### src/design/stq_pkg.sv
// ----------------------------------------------------------------------------
// stq_pkg
// Shared constants, codes, command/status types and time helpers for the
// software timer queue.
// ----------------------------------------------------------------------------
`default_nettype none

package stq_pkg;

  localparam int NUM_TIMERS = 16;
  localparam int TIME_BITS  = 32;
  localparam int IDX_W      = 4;
  localparam int CNT_W      = 5;
  localparam int WIN_W      = 16;

  localparam logic [WIN_W-1:0] WIN_RESET = 16'd5;

  localparam logic [2:0] MODE_SETUP   = 3'd0;
  localparam logic [2:0] MODE_START   = 3'd1;
  localparam logic [2:0] MODE_STOP    = 3'd2;
  localparam logic [2:0] MODE_TICK    = 3'd3;
  localparam logic [2:0] MODE_SERVICE = 3'd4;
  localparam logic [2:0] MODE_CLEAR   = 3'd5;

  localparam logic [1:0] KIND_FIRE     = 2'd0;
  localparam logic [1:0] KIND_DEFERRED = 2'd1;
  localparam logic [1:0] KIND_STATUS   = 2'd2;

  // Controller to datapath
  typedef struct packed {
    logic latch;
    logic remove;
    logic setup;
    logic start;
    logic tick_start;
    logic tick_pop;
    logic tick_post;
    logic scan_step;
    logic insert;
    logic svc_emit;
    logic svc_done;
    logic clear_all;
    logic emit_fire;
    logic emit_status;
  } stq_cmd_t;

  // Datapath to controller
  typedef struct packed {
    logic [2:0] mode;
    logic       running;
    logic       repeat_on;
    logic       defer_on;
    logic       tick_go;
    logic       tick_more;
    logic       scan_hit;
    logic       svc_more;
    logic       out_free;
  } stq_stat_t;

  // Wrap-aware compare: a is strictly later than b
  function automatic logic later(input logic [TIME_BITS-1:0] a,
                                 input logic [TIME_BITS-1:0] b);
    logic [TIME_BITS-1:0] d;
    d = a - b;
    return (d != '0) && !d[TIME_BITS-1];
  endfunction

endpackage

`default_nettype wire

### src/design/stq_if.sv
// ----------------------------------------------------------------------------
// stq_if
// Request and result channels of the software timer queue.
// ----------------------------------------------------------------------------
`default_nettype none

interface stq_req_if import stq_pkg::*; ();
  logic                 valid;
  logic                 ready;
  logic [2:0]           mode;
  logic [IDX_W-1:0]     timer_index;
  logic [TIME_BITS-1:0] period_ms;
  logic                 repeat_flag;
  logic                 defer_flag;
  logic [TIME_BITS-1:0] now_ms;

  modport source (output valid, mode, timer_index, period_ms, repeat_flag, defer_flag,
                  now_ms, input ready);
  modport sink (input valid, mode, timer_index, period_ms, repeat_flag, defer_flag,
                now_ms, output ready);
endinterface

interface stq_rsp_if import stq_pkg::*; ();
  logic                 valid;
  logic                 ready;
  logic [1:0]           event_kind;
  logic [IDX_W-1:0]     fired_index;
  logic                 wakeup_armed;
  logic [TIME_BITS-1:0] wakeup_time;
  logic                 last;

  modport source (output valid, event_kind, fired_index, wakeup_armed, wakeup_time, last,
                  input ready);
  modport sink (input valid, event_kind, fired_index, wakeup_armed, wakeup_time, last,
                output ready);
endinterface

`default_nettype wire

### src/design/stq_datapath.sv
// ----------------------------------------------------------------------------
// stq_datapath
// Timer table, sorted run queue with deadlines, deferred FIFO and the
// result register.
// ----------------------------------------------------------------------------
`default_nettype none

module stq_datapath import stq_pkg::*; (
  input  logic                 clk,
  input  logic                 rst,
  input  logic                 cfg_we,
  input  logic [WIN_W-1:0]     cfg_wdata,
  input  logic [2:0]           in_mode,
  input  logic [IDX_W-1:0]     in_index,
  input  logic [TIME_BITS-1:0] in_period,
  input  logic                 in_repeat,
  input  logic                 in_defer,
  input  logic [TIME_BITS-1:0] in_now,
  input  stq_cmd_t             cmd,
  output stq_stat_t            stat,
  output logic                 out_valid,
  input  logic                 out_ready,
  output logic [1:0]           out_kind,
  output logic [IDX_W-1:0]     out_index,
  output logic                 out_armed,
  output logic [TIME_BITS-1:0] out_time,
  output logic                 out_last
);

  localparam logic [NUM_TIMERS-1:0] ONES = '1;

  logic [WIN_W-1:0]     window;
  logic [TIME_BITS-1:0] period [NUM_TIMERS];
  logic [NUM_TIMERS-1:0] rep, dfr, running, pending, fired;
  logic [IDX_W-1:0]     run_order [NUM_TIMERS];
  logic [TIME_BITS-1:0] run_dl [NUM_TIMERS];
  logic [CNT_W-1:0]     run_count;
  logic [IDX_W-1:0]     fifo [NUM_TIMERS];
  logic [CNT_W-1:0]     defer_count;

  logic [2:0]           mode;
  logic [IDX_W-1:0]     cur;
  logic [TIME_BITS-1:0] now;
  logic [TIME_BITS-1:0] thr;
  logic [TIME_BITS-1:0] set_period;
  logic                 set_rep, set_dfr;
  logic [TIME_BITS-1:0] cand;
  logic [CNT_W-1:0]     scan_k;
  logic [CNT_W-1:0]     svc_k;

  logic [NUM_TIMERS-1:0] run_hit, run_shift, fifo_hit, fifo_shift;
  logic [IDX_W-1:0]      head;
  logic [TIME_BITS-1:0]  head_dl;
  logic [IDX_W-1:0]      svc_slot;

  assign head     = run_order[0];
  assign head_dl  = run_dl[0];
  assign svc_slot = fifo[svc_k[IDX_W-1:0]];

  // Match vectors and shift masks for removal from the middle of a queue
  always_comb begin
    for (int j = 0; j < NUM_TIMERS; j++) begin
      if (cmd.tick_pop) begin
        run_hit[j] = (j == 0);
      end else begin
        run_hit[j] = (CNT_W'(j) < run_count) && (run_order[j] == cur);
      end
      fifo_hit[j] = (CNT_W'(j) < defer_count) && (fifo[j] == cur);
    end
    for (int j = 0; j < NUM_TIMERS; j++) begin
      run_shift[j]  = |(run_hit & (ONES >> (NUM_TIMERS - 1 - j)));
      fifo_shift[j] = |(fifo_hit & (ONES >> (NUM_TIMERS - 1 - j)));
    end
  end

  always_comb begin
    stat.mode      = mode;
    stat.running   = running[cur];
    stat.repeat_on = rep[cur];
    stat.defer_on  = dfr[cur];
    stat.tick_go   = (run_count != '0) && !later(head_dl, now);
    stat.tick_more = (run_count != '0) && !fired[head] && later(thr, head_dl);
    stat.scan_hit  = (scan_k == run_count) || later(run_dl[scan_k[IDX_W-1:0]], cand);
    stat.svc_more  = svc_k < defer_count;
    stat.out_free  = !out_valid || out_ready;
  end

  always_ff @(posedge clk) begin
    if (rst) begin
      window      <= WIN_RESET;
      rep         <= '0;
      dfr         <= '0;
      running     <= '0;
      pending     <= '0;
      fired       <= '0;
      run_count   <= '0;
      defer_count <= '0;
      out_valid   <= 1'b0;
      for (int j = 0; j < NUM_TIMERS; j++) begin
        period[j] <= '0;
      end
    end else begin
      if (cfg_we) begin
        window <= cfg_wdata;
      end

      if (cmd.latch) begin
        mode       <= in_mode;
        cur        <= in_index;
        now        <= in_now;
        thr        <= in_now + TIME_BITS'(window);
        set_period <= in_period;
        set_rep    <= in_repeat;
        set_dfr    <= in_defer;
        svc_k      <= '0;
      end

      // Drop the named timer from both queues
      if (cmd.remove) begin
        running[cur] <= 1'b0;
        pending[cur] <= 1'b0;
        if (|run_hit) begin
          for (int j = 0; j < NUM_TIMERS - 1; j++) begin
            if (run_shift[j]) begin
              run_order[j] <= run_order[j+1];
              run_dl[j]    <= run_dl[j+1];
            end
          end
          run_count <= run_count - 1'b1;
        end
        if (|fifo_hit) begin
          for (int j = 0; j < NUM_TIMERS - 1; j++) begin
            if (fifo_shift[j]) begin
              fifo[j] <= fifo[j+1];
            end
          end
          defer_count <= defer_count - 1'b1;
        end
      end

      if (cmd.setup) begin
        period[cur] <= set_period;
        rep[cur]    <= set_rep;
        dfr[cur]    <= set_dfr;
      end

      if (cmd.start) begin
        cand   <= now + period[cur];
        scan_k <= '0;
      end

      if (cmd.tick_start) begin
        fired <= '0;
      end

      // Pop the head timer
      if (cmd.tick_pop) begin
        cur           <= head;
        cand          <= head_dl;
        fired[head]   <= 1'b1;
        running[head] <= 1'b0;
        scan_k        <= '0;
        for (int j = 0; j < NUM_TIMERS - 1; j++) begin
          run_order[j] <= run_order[j+1];
          run_dl[j]    <= run_dl[j+1];
        end
        run_count <= run_count - 1'b1;
      end

      if (cmd.tick_post) begin
        if (rep[cur]) begin
          cand <= cand + period[cur];
        end
        if (dfr[cur] && !pending[cur] && (defer_count < CNT_W'(NUM_TIMERS))) begin
          fifo[defer_count[IDX_W-1:0]] <= cur;
          pending[cur] <= 1'b1;
          defer_count  <= defer_count + 1'b1;
        end
      end

      if (cmd.scan_step) begin
        scan_k <= scan_k + 1'b1;
      end

      // Place the candidate at the scan position, shifting later entries up
      if (cmd.insert) begin
        for (int j = 0; j < NUM_TIMERS; j++) begin
          if (CNT_W'(j) == scan_k) begin
            run_order[j] <= cur;
            run_dl[j]    <= cand;
          end else if ((j > 0) && (CNT_W'(j) > scan_k)) begin
            run_order[j] <= run_order[j-1];
            run_dl[j]    <= run_dl[j-1];
          end
        end
        run_count    <= run_count + 1'b1;
        running[cur] <= 1'b1;
      end

      if (cmd.svc_emit) begin
        pending[svc_slot] <= 1'b0;
        svc_k             <= svc_k + 1'b1;
      end

      if (cmd.svc_done) begin
        defer_count <= '0;
      end

      if (cmd.clear_all) begin
        running     <= '0;
        pending     <= '0;
        run_count   <= '0;
        defer_count <= '0;
      end

      if (cmd.emit_fire) begin
        out_valid <= 1'b1;
        out_kind  <= KIND_FIRE;
        out_index <= cur;
        out_armed <= 1'b0;
        out_time  <= '0;
        out_last  <= 1'b0;
      end else if (cmd.svc_emit) begin
        out_valid <= 1'b1;
        out_kind  <= KIND_DEFERRED;
        out_index <= svc_slot;
        out_armed <= 1'b0;
        out_time  <= '0;
        out_last  <= 1'b0;
      end else if (cmd.emit_status) begin
        out_valid <= 1'b1;
        out_kind  <= KIND_STATUS;
        out_index <= '0;
        out_armed <= (run_count != '0);
        out_time  <= (run_count != '0) ? head_dl : '0;
        out_last  <= 1'b1;
      end else if (out_ready) begin
        out_valid <= 1'b0;
      end
    end
  end

  a_run_bound: assert property (@(posedge clk) disable iff (rst)
    run_count <= CNT_W'(NUM_TIMERS))
    else $error("run queue over capacity");

  a_run_flags: assert property (@(posedge clk) disable iff (rst)
    $countones(running) == int'(run_count))
    else $error("running flags disagree with run queue length");

  // The drain clears pending flags one by one before the FIFO length drops
  a_pend_flags: assert property (@(posedge clk) disable iff (rst)
    $countones(pending) <= int'(defer_count))
    else $error("pending flags exceed deferred FIFO length");

endmodule

`default_nettype wire

### src/design/stq_ctrl.sv
// ----------------------------------------------------------------------------
// stq_ctrl
// Sequencer for the software timer queue: decodes a request and walks the
// insert scan, the firing loop and the deferred drain.
// ----------------------------------------------------------------------------
`default_nettype none

module stq_ctrl import stq_pkg::*; (
  input  logic      clk,
  input  logic      rst,
  input  logic      in_valid,
  output logic      in_ready,
  input  stq_stat_t stat,
  output stq_cmd_t  cmd
);

  typedef enum logic [2:0] {
    IDLE, DECODE, SCAN, TICK, POST, FIRE, SERVICE, STATUS
  } state_t;

  state_t state, state_next;

  assign in_ready = (state == IDLE);

  always_comb begin
    cmd        = '0;
    state_next = state;
    unique case (state)
      IDLE: begin
        if (in_valid) begin
          cmd.latch  = 1'b1;
          state_next = DECODE;
        end
      end
      DECODE: begin
        unique case (stat.mode)
          MODE_SETUP: begin
            cmd.remove = 1'b1;
            cmd.setup  = 1'b1;
            state_next = STATUS;
          end
          MODE_START: begin
            if (!stat.running) begin
              cmd.start  = 1'b1;
              state_next = SCAN;
            end else begin
              state_next = STATUS;
            end
          end
          MODE_STOP: begin
            cmd.remove = 1'b1;
            state_next = STATUS;
          end
          MODE_TICK: begin
            if (stat.tick_go) begin
              cmd.tick_start = 1'b1;
              state_next     = TICK;
            end else begin
              state_next = STATUS;
            end
          end
          MODE_SERVICE: state_next = SERVICE;
          MODE_CLEAR: begin
            cmd.clear_all = 1'b1;
            state_next    = STATUS;
          end
          default: state_next = STATUS;
        endcase
      end
      SCAN: begin
        if (stat.scan_hit) begin
          cmd.insert = 1'b1;
          state_next = (stat.mode == MODE_TICK) ? FIRE : STATUS;
        end else begin
          cmd.scan_step = 1'b1;
        end
      end
      TICK: begin
        if (stat.tick_more) begin
          cmd.tick_pop = 1'b1;
          state_next   = POST;
        end else begin
          state_next = STATUS;
        end
      end
      POST: begin
        cmd.tick_post = 1'b1;
        state_next    = stat.repeat_on ? SCAN : FIRE;
      end
      FIRE: begin
        if (stat.defer_on) begin
          state_next = TICK;
        end else if (stat.out_free) begin
          cmd.emit_fire = 1'b1;
          state_next    = TICK;
        end
      end
      SERVICE: begin
        if (stat.svc_more) begin
          if (stat.out_free) begin
            cmd.svc_emit = 1'b1;
          end
        end else begin
          cmd.svc_done = 1'b1;
          state_next   = STATUS;
        end
      end
      STATUS: begin
        if (stat.out_free) begin
          cmd.emit_status = 1'b1;
          state_next      = IDLE;
        end
      end
      default: state_next = IDLE;
    endcase
  end

  always_ff @(posedge clk) begin
    if (rst) begin
      state <= IDLE;
    end else begin
      state <= state_next;
    end
  end

endmodule

`default_nettype wire

### src/design/software_timer_queue.sv
// ----------------------------------------------------------------------------
// software_timer_queue
// Sorted timer queue with deadline coalescing and deferred service.
// ----------------------------------------------------------------------------
// Usage: a request on req carries a mode (set up, start, stop, tick, service
// deferred, clear all) and its operands. Every request produces one or more
// results on rsp; the final one is a wakeup status with last set. Tick
// requests emit one fire result per non-deferred timer that fires; service
// requests emit one result per deferred entry, in FIFO order.
// cfg_we/cfg_wdata load the coalescing window (reset 5); the user must write
// it only while idle, as the block does not enforce this. Set up, stop and
// clear go from decode straight to the status. A start scans the run queue
// one entry per cycle and inserts the timer ahead of the first later
// deadline. A tick pops each due timer, re-inserts each repeat timer by its
// own insert scan and emits a fire result per non-deferred timer. A service
// emits one result per deferred entry, then the status.
// A new request is accepted once the status is in the result register.
// Reset empties both queues, idles all timers and zeroes periods and marks.
// A stall on rsp holds the result register and pauses the sequencer.
// ----------------------------------------------------------------------------
`default_nettype none

module software_timer_queue import stq_pkg::*; (
  input  logic             clk,
  input  logic             rst,
  input  logic             cfg_we,
  input  logic [WIN_W-1:0] cfg_wdata,
  stq_req_if.sink          req,
  stq_rsp_if.source        rsp
);

  stq_cmd_t  cmd;
  stq_stat_t stat;

  stq_ctrl u_ctrl (
    .clk      (clk),
    .rst      (rst),
    .in_valid (req.valid),
    .in_ready (req.ready),
    .stat     (stat),
    .cmd      (cmd)
  );

  stq_datapath u_datapath (
    .clk       (clk),
    .rst       (rst),
    .cfg_we    (cfg_we),
    .cfg_wdata (cfg_wdata),
    .in_mode   (req.mode),
    .in_index  (req.timer_index),
    .in_period (req.period_ms),
    .in_repeat (req.repeat_flag),
    .in_defer  (req.defer_flag),
    .in_now    (req.now_ms),
    .cmd       (cmd),
    .stat      (stat),
    .out_valid (rsp.valid),
    .out_ready (rsp.ready),
    .out_kind  (rsp.event_kind),
    .out_index (rsp.fired_index),
    .out_armed (rsp.wakeup_armed),
    .out_time  (rsp.wakeup_time),
    .out_last  (rsp.last)
  );

endmodule

`default_nettype wire
### src/flat_wrapper.sv
// flat-port wrapper written by rule: the top's interface ports become plain ports
module software_timer_queue_flat import stq_pkg::*;
  (clk, rst, cfg_we, cfg_wdata, req_valid, req_mode, req_timer_index, req_period_ms, req_repeat_flag, req_defer_flag, req_now_ms, req_ready, rsp_valid, rsp_event_kind, rsp_fired_index, rsp_wakeup_armed, rsp_wakeup_time, rsp_last, rsp_ready);
  stq_req_if req_i ();
  stq_rsp_if rsp_i ();
  input  logic clk;
  input  logic rst;
  input  logic cfg_we;
  input  logic [WIN_W-1:0] cfg_wdata;
  input wire logic [$bits(req_i.valid)-1:0] req_valid;
  input wire logic [$bits(req_i.mode)-1:0] req_mode;
  input wire logic [$bits(req_i.timer_index)-1:0] req_timer_index;
  input wire logic [$bits(req_i.period_ms)-1:0] req_period_ms;
  input wire logic [$bits(req_i.repeat_flag)-1:0] req_repeat_flag;
  input wire logic [$bits(req_i.defer_flag)-1:0] req_defer_flag;
  input wire logic [$bits(req_i.now_ms)-1:0] req_now_ms;
  output wire logic [$bits(req_i.ready)-1:0] req_ready;
  output wire logic [$bits(rsp_i.valid)-1:0] rsp_valid;
  output wire logic [$bits(rsp_i.event_kind)-1:0] rsp_event_kind;
  output wire logic [$bits(rsp_i.fired_index)-1:0] rsp_fired_index;
  output wire logic [$bits(rsp_i.wakeup_armed)-1:0] rsp_wakeup_armed;
  output wire logic [$bits(rsp_i.wakeup_time)-1:0] rsp_wakeup_time;
  output wire logic [$bits(rsp_i.last)-1:0] rsp_last;
  input wire logic [$bits(rsp_i.ready)-1:0] rsp_ready;
  assign req_i.valid = req_valid;
  assign req_i.mode = req_mode;
  assign req_i.timer_index = req_timer_index;
  assign req_i.period_ms = req_period_ms;
  assign req_i.repeat_flag = req_repeat_flag;
  assign req_i.defer_flag = req_defer_flag;
  assign req_i.now_ms = req_now_ms;
  assign req_ready = req_i.ready;
  assign rsp_valid = rsp_i.valid;
  assign rsp_event_kind = rsp_i.event_kind;
  assign rsp_fired_index = rsp_i.fired_index;
  assign rsp_wakeup_armed = rsp_i.wakeup_armed;
  assign rsp_wakeup_time = rsp_i.wakeup_time;
  assign rsp_last = rsp_i.last;
  assign rsp_i.ready = rsp_ready;
  software_timer_queue u_core (.clk(clk), .rst(rst), .cfg_we(cfg_we), .cfg_wdata(cfg_wdata), .req(req_i), .rsp(rsp_i));
endmodule
### config.mk
export PLATFORM = sky130hd
export DESIGN_NAME = software_timer_queue_flat
export DESIGN_NICKNAME = d
export VERILOG_FILES = /design/src/design/stq_pkg.sv /design/src/design/stq_if.sv /design/src/design/stq_datapath.sv /design/src/design/stq_ctrl.sv /design/src/design/software_timer_queue.sv /design/src/flat_wrapper.sv
export SDC_FILE = /design/constraint.sdc
export NUM_CORES = 2
export LEC_CHECK = 0
export ABC_AREA = 1
export BUFFER_PORTS_ARGS = -buffer_cell sky130_fd_sc_hd__clkbuf_2
export CORE_MARGIN = 2
export CORE_UTILIZATION = 25
export DETAILED_ROUTE_END_ITERATION = 10
export PLACE_DENSITY_LB_ADDON = 0.1
export SLEW_MARGIN = 25
export SYNTH_ARGS = -nofsm -noshare
export SYNTH_HDL_FRONTEND = slang
export SYNTH_SLANG_ARGS = --single-unit
### constraint.sdc
create_clock -name clk -period 16.94 [get_ports clk]
set_clock_uncertainty 0.1 [all_clocks]
set_input_delay 1.694 -clock clk [delete_from_list [all_inputs] [get_ports clk]]
set_output_delay 1.694 -clock clk [all_outputs]
set_load 0.01 [all_outputs]
==> flow_metrics.py <==
metrics = {
    "final_layout": {
        "drive_above_1_share": 0.06666,
        "regArea_um2": 42640,
        "layout_common_cells": "nand2_1, edfxtp_1, nor2_1",
        "finalNetCount": 10560,
        "fill_cells": 36890,
        "multiInputGateArea_um2": 36540,
        "area_delta_synth_final_pct": 13.33,
        "final_common_cell": "nand2_1",
    },
    "synthesis": {
        "async_flop_share": 0,
        "synth.avg_cell_area_um2": 8.262,
        "synth_fa_ha_area_frac": 0.02864,
        "synth_top_family_by_area": "simple AND/OR/NAND/NOR gates",
        "synth_compound_area_frac": 0.1733,
        "synth_edf_count": 1338,
        "synthMuxAreaShare": 0.01586,
        "yosys.area_share.simple": 0.1865,
        "syn_nets": 10680,
        "ys_types": 66,
        "yosysSeqAreaShare": 0.4962,
        "yosys_warnings": 0,
        "ys.flop_type": "edfxtp_1",
        "ys_ff_latch": 1460,
        "synth_xor_area_frac": 0.01682,
        "syn_area_um2": 85890,
        "synth_cells": 10400,
    },
    "routing": {
        "totalWireLength_mm": 381.4,
        "vias_per_cell": 5.032,
        "dr.first_iter.drc_count": 7085,
        "drc": 0,
        "num_vias": 75340,
        "drt_first_pass_iters": 6,
        "ant_nets": 0,
        "post_drt_wl_per_cell_um": 25.48,
    },
    "floorplanning": {
        "design.die.area_um2": 348300,
        "die_h_um": 590.2,
        "start_util": 0.2508,
        "fp.coreArea_um2": 342400,
        "pin_count": 136,
        "rows": 215,
        "die_w_um": 590.2,
    },
    "clocking": {
        "cts_tree": "done",
        "h-tree-depth": 4,
        "ctsResizeCount": 0,
        "cts_made_buffers": 193,
        "post-cts-setup-buffers": 0,
        "clock_path_buffers": 4,
        "cts.clk_slew.worst_paths_ns": 0.06,
        "ctsHoldBuffers": 0,
        "ctsRootBufferMaster": "clkbuf_16",
        "clock-sinks": 1460,
        "worstSkewPairLatency_ns": 0.93,
    },
    "power_and_ir_drop": {
        "power.static_leakage_uw": 0.03872,
        "ir_worst_vdd_mv": 0.07183,
        "p_int_uw": 7412,
        "pwr-share-clk": 0.333,
        "p_total_uw": 12030,
        "power_density_nw_per_um2": 123.6,
        "p_comb_frac": 0.309,
        "power_frac_seq": 0.358,
        "p_sw_uw": 4620,
        "power_switching_share": 0.3840,
    },
    "critical_path": {
        "path_buf_inv": 9,
        "reg2reg_setup_slack_ns": 7.15,
        "cp_max_fo": 88,
        "crit_path_start_kind": "flop",
        "critPathKind": "flop to flop",
        "worstPathRequired_ns": 17.35,
        "cp_top_family": "buffers and inverters",
        "path_common_cell": "nand2_1",
        "cp.arrival_ns": 10.20,
        "end_kind": "flop",
        "cp_slowest_stage_delay_ns": 0.82,
        "worst_r2r_path_depth": 33,
        "slowest_stage": "dfxtp_4",
        "r2r_end": "u_core.u_datapath.run_dl[8][3]",
    },
    "place": {
        "dp_hpwl_mm": 255.3,
        "gp_congestion": 0.8819,
        "port_buffers": 135,
    },
    "timing": {
        "min_period_ns": 9.791,
        "setup_viol": 0,
        "max-slew-margin-rel": 0.2097,
        "timing.fmax_mhz": 102.1,
        "rsz0062_at_grt": "no",
        "final-hold-violation-count": 0,
        "slew_viol_final": 0,
        "tightest_slew_ns": 1.176,
        "tns_ns": 0,
        "fin_crit_sh": 0.5780,
    },
    "hold_path": {
        "min_from": "u_core.u_datapath.fired[14]",
        "hold_end": "u_core.u_datapath.fired[14]",
        "hold_path.class": "flop to flop",
        "whs_path_depth": 2,
    },
    "job": {
        "maxCapViolations": 0,
    },
    "grt": {
        "grt_antenna_before_repair": 13,
        "grt_max_degree": 89,
        "grt_pass1_vias": 73260,
        "track_usage": 0.2134,
        "grt_overflow_total": 0,
        "grt_pass1_wl_mm": 546.9,
    },
    "run_status": {
        "outcome": "completed",
    },
}
[cells in the mapped netlist, types with 3 or more instances]
library cell | instances | area, µm²
buf_2 | 125 | 625.6
ha_1 | 187 | 2340
buf_4 | 4 | 30.03
nor3_1 | 80 | 400.4
dfxtp_1 | 122 | 2442
clkinv_1 | 11 | 41.29
nor4_1 | 25 | 156.4
nand4_1 | 74 | 462.9
a21boi_0 | 6 | 45.04
or2_2 | 10 | 62.56
o2111ai_1 | 12 | 105.1
a21o_1 | 4 | 30.03
o21ai_1 | 49 | 245.2
nor2_2 | 9 | 56.30
nand3_1 | 462 | 2312
o211ai_1 | 309 | 2320
o21ai_0 | 1251 | 6261
a221oi_1 | 25 | 219.0
xor2_1 | 99 | 867.1
o21a_1 | 13 | 97.59
a21oi_1 | 668 | 3343
mux2i_1 | 135 | 1351
nand3b_1 | 15 | 112.6
fa_1 | 6 | 120.1
a211oi_1 | 4 | 30.03
buf_1 | 51 | 191.4
a22oi_1 | 48 | 360.4
o21bai_1 | 12 | 90.09
inv_2 | 19 | 71.32
o22ai_1 | 111 | 694.4
nor3b_1 | 4 | 30.03
edfxtp_1 | 1338 | 40180
nand2_1 | 1989 | 7466
o221ai_1 | 73 | 639.4
o31ai_1 | 8 | 60.06
a31oi_1 | 32 | 200.2
xnor2_1 | 66 | 578.1
inv_1 | 1170 | 4392
nor2_1 | 1272 | 4775
clkbuf_1 | 459 | 1723
nand2_2 | 8 | 50.05
and3_1 | 3 | 18.77
[stage by stage]
stage / std cells / hold slack, ns / cell area (µm²) / util / worst slack [ns]
2_1_floorplan: 10400 / 0.3206 / 85890 / - / 9.184
3_3_place_gp: 14630 / 0.3543 / 91450 / 0.2670 / 7.046
3_5_place_dp: 14630 / 0.3553 / 91450 / 0.2671 / 7.062
4_1_cts: 14970 / 0.3646 / 97320 / 0.2842 / 7.070
5_1_grt: 14970 / 0.3793 / 97340 / 0.2843 / 6.424
6_report: 14970 / 0.3628 / 97350 / 0.2843 / 7.149
[area by class of cell]
| class | count | share of cell area |
|---|---|---|
| Antenna cell | 3 | 0.00007712 |
| Clock buffer | 259 | 0.05329 |
| Clock inverter | 79 | 0.007031 |
| Inverter | 1200 | 0.04640 |
| Multi-Input combinational cell | 7096 | 0.3754 |
| Sequential cell | 1460 | 0.4381 |
| Tap cell | 4557 | 0.05857 |
| Timing Repair Buffer | 317 | 0.02118 |
[power by group through the flow]
stage,logic (µW),clock network (µW),registers [µW]
floorplan,2370,0,4250
global placement,3740,0,4390
detailed placement,3710,0,4390
CTS,3730,4120,4310
global route,4090,4240,4330
finish,3710,4000,4310
[tightest hold or removal path: stages (launching register included)]
cell,delay (ns)
dfxtp_1,0.31
nand2_1,0.06
a21oi_1,0.05
[flip-flops by register name, indices dropped and copies added (netlist names), 16 cells and up, named ones only]
| register | count |
|---|---|
| u_core.u_datapath.window | 16 |
| u_core.u_datapath.run_order | 64 |
| u_core.u_datapath.running | 16 |
| u_core.u_datapath.cand | 32 |
| u_core.u_datapath.out_time | 32 |
| u_core.u_datapath.fired | 16 |
| u_core.u_datapath.thr | 32 |
| u_core.u_datapath.dfr | 16 |
| u_core.u_datapath.now | 32 |
| u_core.u_datapath.run_dl | 512 |
| u_core.u_datapath.period | 512 |
| u_core.u_datapath.set_period | 32 |
| u_core.u_datapath.rep | 16 |
| u_core.u_datapath.pending | 16 |
| u_core.u_datapath.fifo | 64 |
[worst max-delay path by stage]
stage / end / slack (ns) / cells after the start
finish: u_core.u_datapath.run_dl[8][3] / 7.15 / 33
global route: u_core.u_datapath.run_dl[8][3] / 6.42 / 33
CTS: u_core.u_datapath.run_dl[8][3] / 7.07 / 33
detailed placement: u_core.u_datapath.run_dl[8][9] / 7.06 / 33
global placement: u_core.u_datapath.run_dl[8][9] / 7.05 / 33
floorplan: u_core.u_datapath.cur[0] / 9.18 / 6
[logic make-up after synthesis]
logic type	count (synthesis)
simple gates	3963
compound gates	2639
buf+inv	1841
flops	1460
fa+ha+maj	193
xor+xnor	165
mux	136
[routing by layer]
layer,global-route usage,routed length (µm),part of all wire,up-vias
met2,0.3573,179000,0.47,2406
met4,0.05934,10930,0.029,6
met5,0,26,0.000068,-
li1,-,-,-,35340
met3,0.02486,20500,0.054,512
met1,0.2892,171000,0.45,37080
Power figures use the tool's default switching activity.
